==> src/rtl/json_string_unescaper_defines.svh <==
// ---------------------------------------------------------------------------
// json_string_unescaper_defines.svh
// Assertion macros used by the json_string_unescaper RTL.
// ---------------------------------------------------------------------------
`ifndef JSON_STRING_UNESCAPER_DEFINES_SVH
`define JSON_STRING_UNESCAPER_DEFINES_SVH

// Implication checked every cycle outside reset.
`define JSU_ASSERT_IMP(label, ante, cons, msg) \
  label: assert property (@(posedge clk_i) disable iff (!rst_ni) (ante) |-> (cons)) \
    else $error(msg);

// Property that must hold in every cycle outside reset.
`define JSU_ASSERT_ALWAYS(label, prop, msg) \
  label: assert property (@(posedge clk_i) disable iff (!rst_ni) (prop)) \
    else $error(msg);

`endif

==> src/rtl/jsu_pkg.sv <==
// ---------------------------------------------------------------------------
// jsu_pkg
// Types, character constants and helpers for the JSON string unescaper.
// ---------------------------------------------------------------------------
package jsu_pkg;

  // Parse phase, one-hot
  typedef enum logic [5:0] {
    PH_PRE  = 6'b000001,
    PH_BODY = 6'b000010,
    PH_ESC  = 6'b000100,
    PH_HEX  = 6'b001000,
    PH_POST = 6'b010000,
    PH_ERR  = 6'b100000
  } phase_e;

  // Status codes reported on the end word
  typedef enum logic [2:0] {
    ST_OK     = 3'd0,
    ST_FRAME  = 3'd1,
    ST_ESCAPE = 3'd2,
    ST_FORBID = 3'd3,
    ST_HEX    = 3'd4
  } status_e;

  localparam logic [7:0] CH_QUOTE   = 8'h22;
  localparam logic [7:0] CH_BSLASH  = 8'h5C;
  localparam logic [7:0] CH_SOLIDUS = 8'h2F;
  localparam logic [7:0] CH_CTL_MAX = 8'h1F;
  localparam logic [7:0] CH_SPACE   = 8'h20;
  localparam logic [7:0] CH_TAB     = 8'h09;
  localparam logic [7:0] CH_LF      = 8'h0A;
  localparam logic [7:0] CH_CR      = 8'h0D;
  localparam logic [7:0] CH_FF      = 8'h0C;
  localparam logic [7:0] CH_BS      = 8'h08;
  localparam logic [7:0] CH_LC_B    = 8'h62;
  localparam logic [7:0] CH_LC_F    = 8'h66;
  localparam logic [7:0] CH_LC_N    = 8'h6E;
  localparam logic [7:0] CH_LC_R    = 8'h72;
  localparam logic [7:0] CH_LC_T    = 8'h74;
  localparam logic [7:0] CH_LC_U    = 8'h75;

  // Marker for a byte that is not a hex digit
  localparam logic [4:0] NIB_BAD = 5'd16;

  typedef struct packed {
    phase_e     phase;
    logic [1:0] hex_cnt;
    logic [7:0] hex_low;
    status_e    err;
  } jsu_state_t;

  typedef struct packed {
    logic       valid;
    logic [7:0] data;
    logic       last;
    status_e    status;
  } jsu_res_t;

  function automatic logic is_ws(input logic [7:0] c);
    return (c == CH_SPACE) || (c == CH_TAB) || (c == CH_LF) || (c == CH_CR);
  endfunction

  function automatic logic is_allowed(input logic [7:0] c);
    return (c != CH_QUOTE) && (c != CH_BSLASH) && (c > CH_CTL_MAX);
  endfunction

  // Nibble value 0..15, or NIB_BAD for a non-hex byte
  function automatic logic [4:0] hex_val(input logic [7:0] c);
    logic [7:0] v;
    v = 8'd0;
    if (c >= 8'h30 && c <= 8'h39) begin
      v = c - 8'h30;
    end else if (c >= 8'h41 && c <= 8'h46) begin
      v = c - 8'h37;
    end else if (c >= 8'h61 && c <= 8'h66) begin
      v = c - 8'h57;
    end else begin
      v = {3'd0, NIB_BAD};
    end
    return v[4:0];
  endfunction

endpackage

==> src/rtl/jsu_in_if.sv <==
// ---------------------------------------------------------------------------
// jsu_in_if
// Raw document byte channel: valid/ready with byte and last flag.
// ---------------------------------------------------------------------------
interface jsu_in_if;
  logic       valid;
  logic       ready;
  logic [7:0] in_byte;
  logic       in_last;

  modport source (output valid, output in_byte, output in_last, input ready);
  modport sink   (input valid, input in_byte, input in_last, output ready);
endinterface

==> src/rtl/jsu_out_if.sv <==
// ---------------------------------------------------------------------------
// jsu_out_if
// Decoded byte channel: valid/ready with byte, end flag and status.
// ---------------------------------------------------------------------------
interface jsu_out_if;
  logic       valid;
  logic       ready;
  logic [7:0] out_byte;
  logic       out_end;
  logic [2:0] out_status;

  modport source (output valid, output out_byte, output out_end, output out_status,
                  input ready);
  modport sink   (input valid, input out_byte, input out_end, input out_status,
                  output ready);
endinterface

==> src/rtl/jsu_decode.sv <==
// ---------------------------------------------------------------------------
// jsu_decode
// Next-state and result logic for one document byte.
// ---------------------------------------------------------------------------
module jsu_decode (
  input  jsu_pkg::jsu_state_t cur_i,
  input  logic [7:0]          byte_i,
  input  logic                last_i,
  output jsu_pkg::jsu_state_t nxt_o,
  output jsu_pkg::jsu_res_t   res_o
);
  import jsu_pkg::*;

  always_comb begin
    jsu_state_t nxt;
    logic       emit;
    logic [7:0] ob;
    logic       do_fail;
    status_e    fail_code;
    logic [4:0] nib;
    logic [7:0] hl;

    nxt       = cur_i;
    emit      = 1'b0;
    ob        = 8'd0;
    do_fail   = 1'b0;
    fail_code = ST_OK;
    nib       = hex_val(byte_i);
    hl        = {cur_i.hex_low[3:0], nib[3:0]};

    // phase machine
    unique case (cur_i.phase)
      PH_PRE: begin
        if (byte_i == CH_QUOTE) begin
          nxt.phase = PH_BODY;
        end else if (!is_ws(byte_i)) begin
          do_fail = 1'b1; fail_code = ST_FRAME;
        end
      end
      PH_BODY: begin
        if (byte_i == CH_QUOTE) begin
          nxt.phase = PH_POST;
        end else if (byte_i == CH_BSLASH) begin
          nxt.phase = PH_ESC;
        end else if (byte_i <= CH_CTL_MAX) begin
          do_fail = 1'b1; fail_code = ST_FORBID;
        end else begin
          emit = 1'b1; ob = byte_i;
        end
      end
      PH_ESC: begin
        nxt.phase = PH_BODY;
        emit      = 1'b1;
        case (byte_i)
          CH_QUOTE, CH_BSLASH, CH_SOLIDUS: ob = byte_i;
          CH_LC_B: ob = CH_BS;
          CH_LC_F: ob = CH_FF;
          CH_LC_N: ob = CH_LF;
          CH_LC_R: ob = CH_CR;
          CH_LC_T: ob = CH_TAB;
          CH_LC_U: begin
            emit        = 1'b0;
            nxt.phase   = PH_HEX;
            nxt.hex_cnt = 2'd0;
            nxt.hex_low = 8'd0;
          end
          default: begin
            emit = 1'b0; do_fail = 1'b1; fail_code = ST_ESCAPE;
          end
        endcase
      end
      PH_HEX: begin
        if (nib == NIB_BAD) begin
          do_fail = 1'b1; fail_code = ST_HEX;
        end else begin
          nxt.hex_low = hl;
          if (cur_i.hex_cnt == 2'd3) begin
            nxt.hex_cnt = 2'd0;
            nxt.phase   = PH_BODY;
            if (!is_allowed(hl)) begin
              do_fail = 1'b1; fail_code = ST_FORBID;
            end else begin
              emit = 1'b1; ob = hl;
            end
          end else begin
            nxt.hex_cnt = cur_i.hex_cnt + 2'd1;
          end
        end
      end
      PH_POST: begin
        if (!is_ws(byte_i)) begin
          do_fail = 1'b1; fail_code = ST_FRAME;
        end
      end
      PH_ERR: begin
        nxt.phase = PH_ERR;
      end
      default: begin
        nxt.phase = PH_ERR;
      end
    endcase

    // first error latches
    if (do_fail) begin
      if (nxt.err == ST_OK) nxt.err = fail_code;
      nxt.phase = PH_ERR;
    end

    // end word or data word
    res_o = '{valid: 1'b0, data: 8'd0, last: 1'b0, status: ST_OK};
    if (last_i) begin
      res_o.valid  = 1'b1;
      res_o.last   = 1'b1;
      res_o.status = (nxt.err == ST_OK && nxt.phase != PH_POST) ? ST_FRAME : nxt.err;
      nxt = '{phase: PH_PRE, hex_cnt: 2'd0, hex_low: 8'd0, err: ST_OK};
    end else if (emit && nxt.err == ST_OK) begin
      res_o.valid = 1'b1;
      res_o.data  = ob;
    end
    nxt_o = nxt;
  end

endmodule

==> src/rtl/json_string_unescaper.sv <==
// An accepted byte passes the input register, then the output register.
// Throughput: one byte per cycle unless a byte with a word meets a full,
// stalled output slot; the input and output registers decouple the sides,
// so bytes that yield no word keep flowing while a word waits. The phase machine in jsu_decode is combinational.
// Reset (rst_ni low, asynchronous): both channels empty, phase before the
// opening quote, no error latched.
// ---------------------------------------------------------------------------
// json_string_unescaper
// Streaming unescaper for one quoted JSON string per document.
// ---------------------------------------------------------------------------
`include "json_string_unescaper_defines.svh"

module json_string_unescaper (
  input  logic      clk_i,
  input  logic      rst_ni,
  jsu_in_if.sink    in_i,
  jsu_out_if.source out_o
);
  import jsu_pkg::*;

  // input register
  logic       in_vld_q;
  logic [7:0] in_byte_q;
  logic       in_last_q;

  // parse state
  jsu_state_t st_q, st_d;
  jsu_res_t   res;

  // output register
  logic       out_vld_q;
  logic [7:0] out_byte_q;
  logic       out_end_q;
  status_e    out_status_q;

  logic adv;

  jsu_decode u_decode (
    .cur_i  (st_q),
    .byte_i (in_byte_q),
    .last_i (in_last_q),
    .nxt_o  (st_d),
    .res_o  (res)
  );

  // a held byte moves on unless it has a word and the output slot is full and not being drained
  assign adv        = in_vld_q && (!res.valid || !out_vld_q || out_o.ready);
  assign in_i.ready = !in_vld_q || adv;

  always_ff @(posedge clk_i or negedge rst_ni) begin
    if (!rst_ni) begin
      in_vld_q <= 1'b0;
    end else if (in_i.valid && in_i.ready) begin
      in_vld_q <= 1'b1;
    end else if (adv) begin
      in_vld_q <= 1'b0;
    end
  end

  always_ff @(posedge clk_i) begin
    if (in_i.valid && in_i.ready) begin
      in_byte_q <= in_i.in_byte;
      in_last_q <= in_i.in_last;
    end
  end

  // parse state update
  always_ff @(posedge clk_i or negedge rst_ni) begin
    if (!rst_ni) begin
      st_q <= '{phase: PH_PRE, hex_cnt: 2'd0, hex_low: 8'd0, err: ST_OK};
    end else if (adv) begin
      st_q <= st_d;
    end
  end

  // output word register
  always_ff @(posedge clk_i or negedge rst_ni) begin
    if (!rst_ni) begin
      out_vld_q <= 1'b0;
    end else if (adv && res.valid) begin
      out_vld_q <= 1'b1;
    end else if (out_o.ready) begin
      out_vld_q <= 1'b0;
    end
  end

  always_ff @(posedge clk_i) begin
    if (adv && res.valid) begin
      out_byte_q   <= res.data;
      out_end_q    <= res.last;
      out_status_q <= res.status;
    end
  end

  assign out_o.valid      = out_vld_q;
  assign out_o.out_byte   = out_byte_q;
  assign out_o.out_end    = out_end_q;
  assign out_o.out_status = out_status_q;

  // checks
  `JSU_ASSERT_IMP(a_err_parks, st_q.err != ST_OK, st_q.phase == PH_ERR,
                  "error latched outside error phase")
  `JSU_ASSERT_IMP(a_data_ok, out_vld_q && !out_end_q, out_status_q == ST_OK,
                  "data word with nonzero status")
  `JSU_ASSERT_IMP(a_hex_cnt, st_q.hex_cnt != 2'd0,
                  st_q.phase == PH_HEX || st_q.phase == PH_ERR,
                  "hex count live outside hex phase")
  `JSU_ASSERT_IMP(a_no_overrun, out_vld_q && !out_o.ready && adv, !res.valid,
                  "word would overwrite a stalled output")

endmodule
==> src/flat_wrapper.sv <==
// flat-port wrapper written by rule: the top's interface ports become plain ports
module json_string_unescaper_flat import jsu_pkg::*;
  (clk_i, rst_ni, in_i_valid, in_i_in_byte, in_i_in_last, in_i_ready, out_o_valid, out_o_out_byte, out_o_out_end, out_o_out_status, out_o_ready);
  jsu_in_if in_i_i ();
  jsu_out_if out_o_i ();
  input  logic clk_i;
  input  logic rst_ni;
  input wire logic [$bits(in_i_i.valid)-1:0] in_i_valid;
  input wire logic [$bits(in_i_i.in_byte)-1:0] in_i_in_byte;
  input wire logic [$bits(in_i_i.in_last)-1:0] in_i_in_last;
  output wire logic [$bits(in_i_i.ready)-1:0] in_i_ready;
  output wire logic [$bits(out_o_i.valid)-1:0] out_o_valid;
  output wire logic [$bits(out_o_i.out_byte)-1:0] out_o_out_byte;
  output wire logic [$bits(out_o_i.out_end)-1:0] out_o_out_end;
  output wire logic [$bits(out_o_i.out_status)-1:0] out_o_out_status;
  input wire logic [$bits(out_o_i.ready)-1:0] out_o_ready;
  assign in_i_i.valid = in_i_valid;
  assign in_i_i.in_byte = in_i_in_byte;
  assign in_i_i.in_last = in_i_in_last;
  assign in_i_ready = in_i_i.ready;
  assign out_o_valid = out_o_i.valid;
  assign out_o_out_byte = out_o_i.out_byte;
  assign out_o_out_end = out_o_i.out_end;
  assign out_o_out_status = out_o_i.out_status;
  assign out_o_i.ready = out_o_ready;
  json_string_unescaper u_core (.clk_i(clk_i), .rst_ni(rst_ni), .in_i(in_i_i), .out_o(out_o_i));
endmodule
==> config.mk <==
export PLATFORM = sky130hd
export DESIGN_NAME = json_string_unescaper_flat
export DESIGN_NICKNAME = d
export VERILOG_FILES = /design/src/rtl/jsu_pkg.sv /design/src/rtl/jsu_in_if.sv /design/src/rtl/jsu_out_if.sv /design/src/rtl/jsu_decode.sv /design/src/rtl/json_string_unescaper.sv /design/src/flat_wrapper.sv
export VERILOG_INCLUDE_DIRS = /design/src /design/src/rtl
export SDC_FILE = /design/constraint.sdc
export NUM_CORES = 1
export LEC_CHECK = 0
export BUFFER_PORTS_ARGS = -buffer_cell sky130_fd_sc_hd__buf_2
export CORE_UTILIZATION = 46
export DETAILED_ROUTE_END_ITERATION = 16
export PLACE_DENSITY = 0.67
export SLEW_MARGIN = 0
export SYNTH_ARGS = -nofsm -noshare
export SYNTH_HDL_FRONTEND = slang
export SYNTH_SLANG_ARGS = --single-unit
==> constraint.sdc <==
create_clock -name clk_i -period 9.4 [get_ports clk_i]
set_input_delay 2.82 -clock clk_i [delete_from_list [all_inputs] [get_ports clk_i]]
set_output_delay 2.82 -clock clk_i [all_outputs]
set_load 0.02 [all_outputs]
== Word level (Yosys, flattened, before mapping) ==
Cells that the tools add are included.
Widths: inputs -> output; s select.

* Reduce and logical (&&, ||, !) cells: 30
* Mux-type cells: 60
* Bitwise logic cells: 2
* Add/sub/neg operators: 4
* Eq/ne operators: 25
* Order comparisons: 8

{| class="wikitable"
|+ Operators with widths
! kind !! count
|-
| $eq 8x7->1 const B || 7
|-
| $mux 8 || 6
|-
| $pmux 8 s6 || 1
|-
| $mux 6 || 5
|-
| $pmux 6 s5 || 1
|-
| $eq 8x4->1 const B || 3
|-
| $eq 8x6->1 const B || 3
|-
| $pmux 8 s3 || 1
|-
| $mux 1 || 22
|-
| $pmux 10 s2 || 1
|-
| $mux 19 || 1
|-
| $ge 8x7->1 const B || 2
|-
| $le 8x7->1 const B || 2
|-
| $mux 16 || 1
|-
| $mux 3 || 5
|-
| $mux 5 || 3
|-
| $pmux 3 s5 || 1
|-
| $sub 5x5->5 const B || 3
|-
| $mux 14 || 1
|-
| $mux 2 || 7
|-
| $logic_and 1x1->1 || 10
|-
| $mux 9 || 1
|-
| $reduce_or 9->1 || 1
|-
| $ge 8x6->1 const B || 1
|-
| 29 further kinds || 40
|}

* Logic and storage cells: 141
* Bits in registers: 38
* Input bits: 13
* Output and inout bits: 14

== Longest topological paths before layout ==
* Word-level depth: 25
* Mapped depth: 10
* Depth with buffers taken out: 9

== Modules after synthesis ==
Synthesis repeated with hierarchy kept, for this count alone.

* Cells, all modules: 331
* Area total of the unflattened synthesis: 3165.5 um^2

{| class="wikitable"
|+ By module, submodules not included
! module !! times used !! area an instance (um^2) !! seq. area each (um^2) !! cells each
|-
| json_string_unescaper || 1 || 1821.7 || 1157.4 || 139
|-
| jsu_decode || 1 || 1343.8 || 0.0 || 192
|}

== Worst setup path before layout ==
No wires, ideal clock.

* Path type: input port to output port
* From: input out_o_ready
* To: output in_i_ready
* Stages: 3
* Path buffers: 0
* Arrival time: 3398 ps
* Data required time: 6580 ps
* Path slack: 3182 ps
* Path through: nor2b_1 > nand2_1 > or2_2

* Longest elaborated chain between the ends: 3

{| class="wikitable"
|+ RTL lines
! what !! line !! source
|-
| start, declared || flat_wrapper.sv:16 || <nowiki>input wire logic [$bits(out_o_i.ready)-1:0] out_o_ready;</nowiki>
|-
| $logic_or 1x1->1 || json_string_unescaper.sv:47 || <nowiki>assign adv = in_vld_q && (!res.valid || !out_vld_q || out_o.ready);</nowiki>
|-
| $logic_and 1x1->1 || json_string_unescaper.sv:47 ||
|-
| $logic_or 1x1->1 || json_string_unescaper.sv:48 || <nowiki>assign in_i.ready = !in_vld_q || adv;</nowiki>
|-
| end, declared || flat_wrapper.sv:11 || <nowiki>output wire logic [$bits(in_i_i.ready)-1:0] in_i_ready;</nowiki>
|}

No other way between the ends.

== Final worst setup path ==
Same ends and word-level chain as after synthesis.

==> metrics.md <==
| Metric | Value |
|---|---|
| Leading post-synthesis cells by cell area | edfxtp_1 (25%), dfrtp_1 (16%), mux2_4 (3.5%) |
| Drt first pass iters | 5 |
| Setup TNS | 0 ns |
| H-tree depth reported by CTS | 2 |
| RSZ-0062 raised after global routing | no |
| Count of input and output buffers | 26 |
| Detail Route Antenna Nets | 0 |
| CTS tree | done |
| Clock transition at path regs | 0.07 ns |
| Max_cap viols | 0 |
| Setup bufs post-CTS | 0 |
| P&R area growth vs syn | 10.07% |
| Post-DP Area | 2746 µm² |
| Worst setup SP type | input port |
| Synthesis warning total | 0 |
| Ant diodes | 0 |
| Placed insts | 345 |
| Mapped Cells | 258 |
| Top-count cell post-synth | edfxtp_1 |
| Reg2reg setup slack | 5.46 ns |
| VDD IR max | 85.41 µV |
| PwrDens | 129.2 nW/µm² |
| Final setup fails | 0 |
| Antenna violations before repair | 0 |
| First-pass GRT wire length | 10.09 mm |
| Clock root cell | clkbuf_8 |
| Max transition margin | 28.78% |
| Max Root-Sink Buffers | 2 |
| Num ports | 27 |
| Yosys top cell area share | 24.51% |
| CTS Buf Count | 5 |
| DR WL/cell | 17.48 µm |
| R2r endpoint | u_core.out_o.out_byte[5] |
| Final instance area | 2831 µm² |
| Worst-path maximum fanout | 3 |
| Share of layout cells above drive strength 1 | 19.79% |
| Arr. time, crit path | 3.72 ns |
| Via count | 2221 |
| Clock Latency Late Sink | 0.29 ns |
| Worst setup path endpoint | in_i_ready |
| DR WL met3 | 393 µm |
| Final hold violations | 0 |
| Post-layout nets | 300 |
| Max frequency | 152.8 MHz |
| Routed WL | 6.170 mm |
| Status | complete, no violations |
| Initial Util | 49.12% |
| Synth Net Count | 276 |
| DRT iter0 DRCs | 205 |
| Max-slew violation count | 0 |
| Total grt overflow | 0 |
| Sink Count | 38 |
| Die height | 76.78 µm |
| Syn_area_per_cell | 9.971 µm² |
| Vias/cell | 6.292 |
| Vias in the first global route | 2061 |
| Reg2reg path depth | 9 |
| Met1 WL | 2.785 mm |
| Leakage | 1.131 nW |
| Core area | 5238 µm² |
| Async SR Flop Fraction | 44.74% |
| Critical Path End Type | primary output |
| Number of flops mapped to enable cells by yosys | 21 |
| DP Wirelength | 4.551 mm |
| Hold path start | u_core.st_q[12] |
| Area leader, netlist | edfxtp_1 |
| Max layer used | met4 |
| Final critical-path share of the clock period | 69.62% |
| Pin count of the biggest net entering global routing | 19 |
| Seq cells post-synth | 38 |
| Worst endpoint required time | 6.58 ns |
| Met2 wire length | 2.890 mm |
| Fin crit period | 6.545 ns |
| Synth cell types | 68 |
| Commonest cells in the synthesized netlist | edfxtp_1 (21), o21ai_0 (17) |
| Synth Flop Type | edfxtp_1 |
| Std-Cell Rows | 26 |
| Hold_ws | 0.5227 ns |
| Setup Skew | 0.009115 ns |
| Crit path kind | input port to primary output |
| Critical path origin | out_o_ready |
| GPL Wtd Cong | 0.9498 |
| R2r startpoint | u_core.in_byte_q[0] |
| Seq/Total Area, Yosys | 41.10% |
| Remaining DRCs | 0 |
| Cell area after synthesis | 2572 µm² |
| Post-CTS sizing | 0 |
| Worst-Margin Slew | 1.063 ns |
| Hold Crit Class | flip-flop to flip-flop |
| Gr usage total | 21.76% |
| Die Span X | 76.78 µm |
| Die footprint | 5895 µm² |
| Hold buffer count at CTS | 0 |
| Non-filler cells, final | 353 |
==> area by class of cell <==
type / instances / area [µm²]
repair buffers: 27 / 137.6
fillers: 464 / 2406
multi-input cells: 202 / 1434
clock buffers: 5 / 68.82
well taps: 70 / 87.58
inverters: 8 / 30.03
flip-flops and latches: 38 / 1057
clock inverters: 3 / 16.27
==> cell usage in the layout, fill, tap and decap left out, types with 3 or more instances in the layout <==
cell type,instances
edfxtp_1,21
o31ai_1,4
and2_1,6
nor2_1,16
o211ai_1,5
and3b_1,3
nor4_1,4
o211a_1,4
nor3_1,10
or3_1,4
a22oi_1,5
mux2_4,6
a21oi_1,16
nand2b_1,3
nand3_1,3
a22o_1,3
a31oi_1,4
nand3b_1,3
and3_1,4
inv_1,7
buf_2,26
ha_1,5
o21a_1,3
or4_1,3
dfrtp_1,16
nor2b_1,7
clkbuf_8,5
o21ai_0,17
o21bai_1,4
nand2_1,16
==> cell families (layout without fill, tap and decap cells) <==
group,after synthesis,after routing,synth area share (%)
AO/OA/AOI/OAI,88,88,25.24
XOR/XNOR,3,3,1.022
adder cells (fa/ha/maj),5,5,2.432
buffers and inverters,18,43,3.356
flip-flops,38,38,41.10
multiplexers,6,6,3.502
AND/OR/NAND/NOR,100,100,23.35
==> metal layers <==
| metal | GRT usage, % | vias up |
|---|---|---|
| li1 | - | 1054 |
| met1 | 28.91 | 1071 |
| met2 | 35.98 | 85 |
| met3 | 3.929 | 11 |
| met4 | 6.346 | 0 |
| met5 | 0 | - |
==> how the worst min path moves through the flow <==
stage / to / slack [ns] / cells past startpoint
after global routing: u_core.st_q[12] / 0.56 / 1
after CTS: u_core.st_q[12] / 0.52 / 1
after floorplan: u_core.out_o.out_end / 0.42 / 0
after detailed placement: u_core.st_q[12] / 0.50 / 1
after global placement: u_core.st_q[12] / 0.50 / 1
final: u_core.st_q[12] / 0.52 / 1
==> metrics by stage <==
stage	power (mW)	utilization (%)	setup WS [ns]
2_1_floorplan	0.2395	-	3.182
3_3_place_gp	0.2566	52.44	2.929
3_5_place_dp	0.2575	52.44	2.859
4_1_cts	0.3682	54.06	2.853
5_1_grt	0.3815	54.06	2.575
6_report	0.3658	54.06	2.855
==> state kept, by name, summed over array words and instances (netlist names) <==
name	cells
u_core.out_o.out_byte	8
u_core.in_vld_q	1
u_core.st_q	15
u_core.in_last_q	1
u_core.out_o.out_end	1
u_core.in_byte_q	8
u_core.out_o.out_status	3
u_core.out_o.valid	1
==> power breakdown <==
| group | switching (mW) | leakage [nW] | internal (mW) |
|---|---|---|---|
| clock network | 0.0602 | 0.0416 | 0.0508 |
| logic | 0.0360 | 0.660 | 0.0225 |
| registers | 0.0108 | 0.429 | 0.186 |
| total | 0.107 | 1.13 | 0.259 |
==> critical path, cell delays in order <==
cell and delay (ns):
buf_2 0.11, nor2b_1 0.22, nand2_1 0.14, or2_2 0.29, buf_2 0.16
No activity file was read; power rests on OpenSTA's default activity.
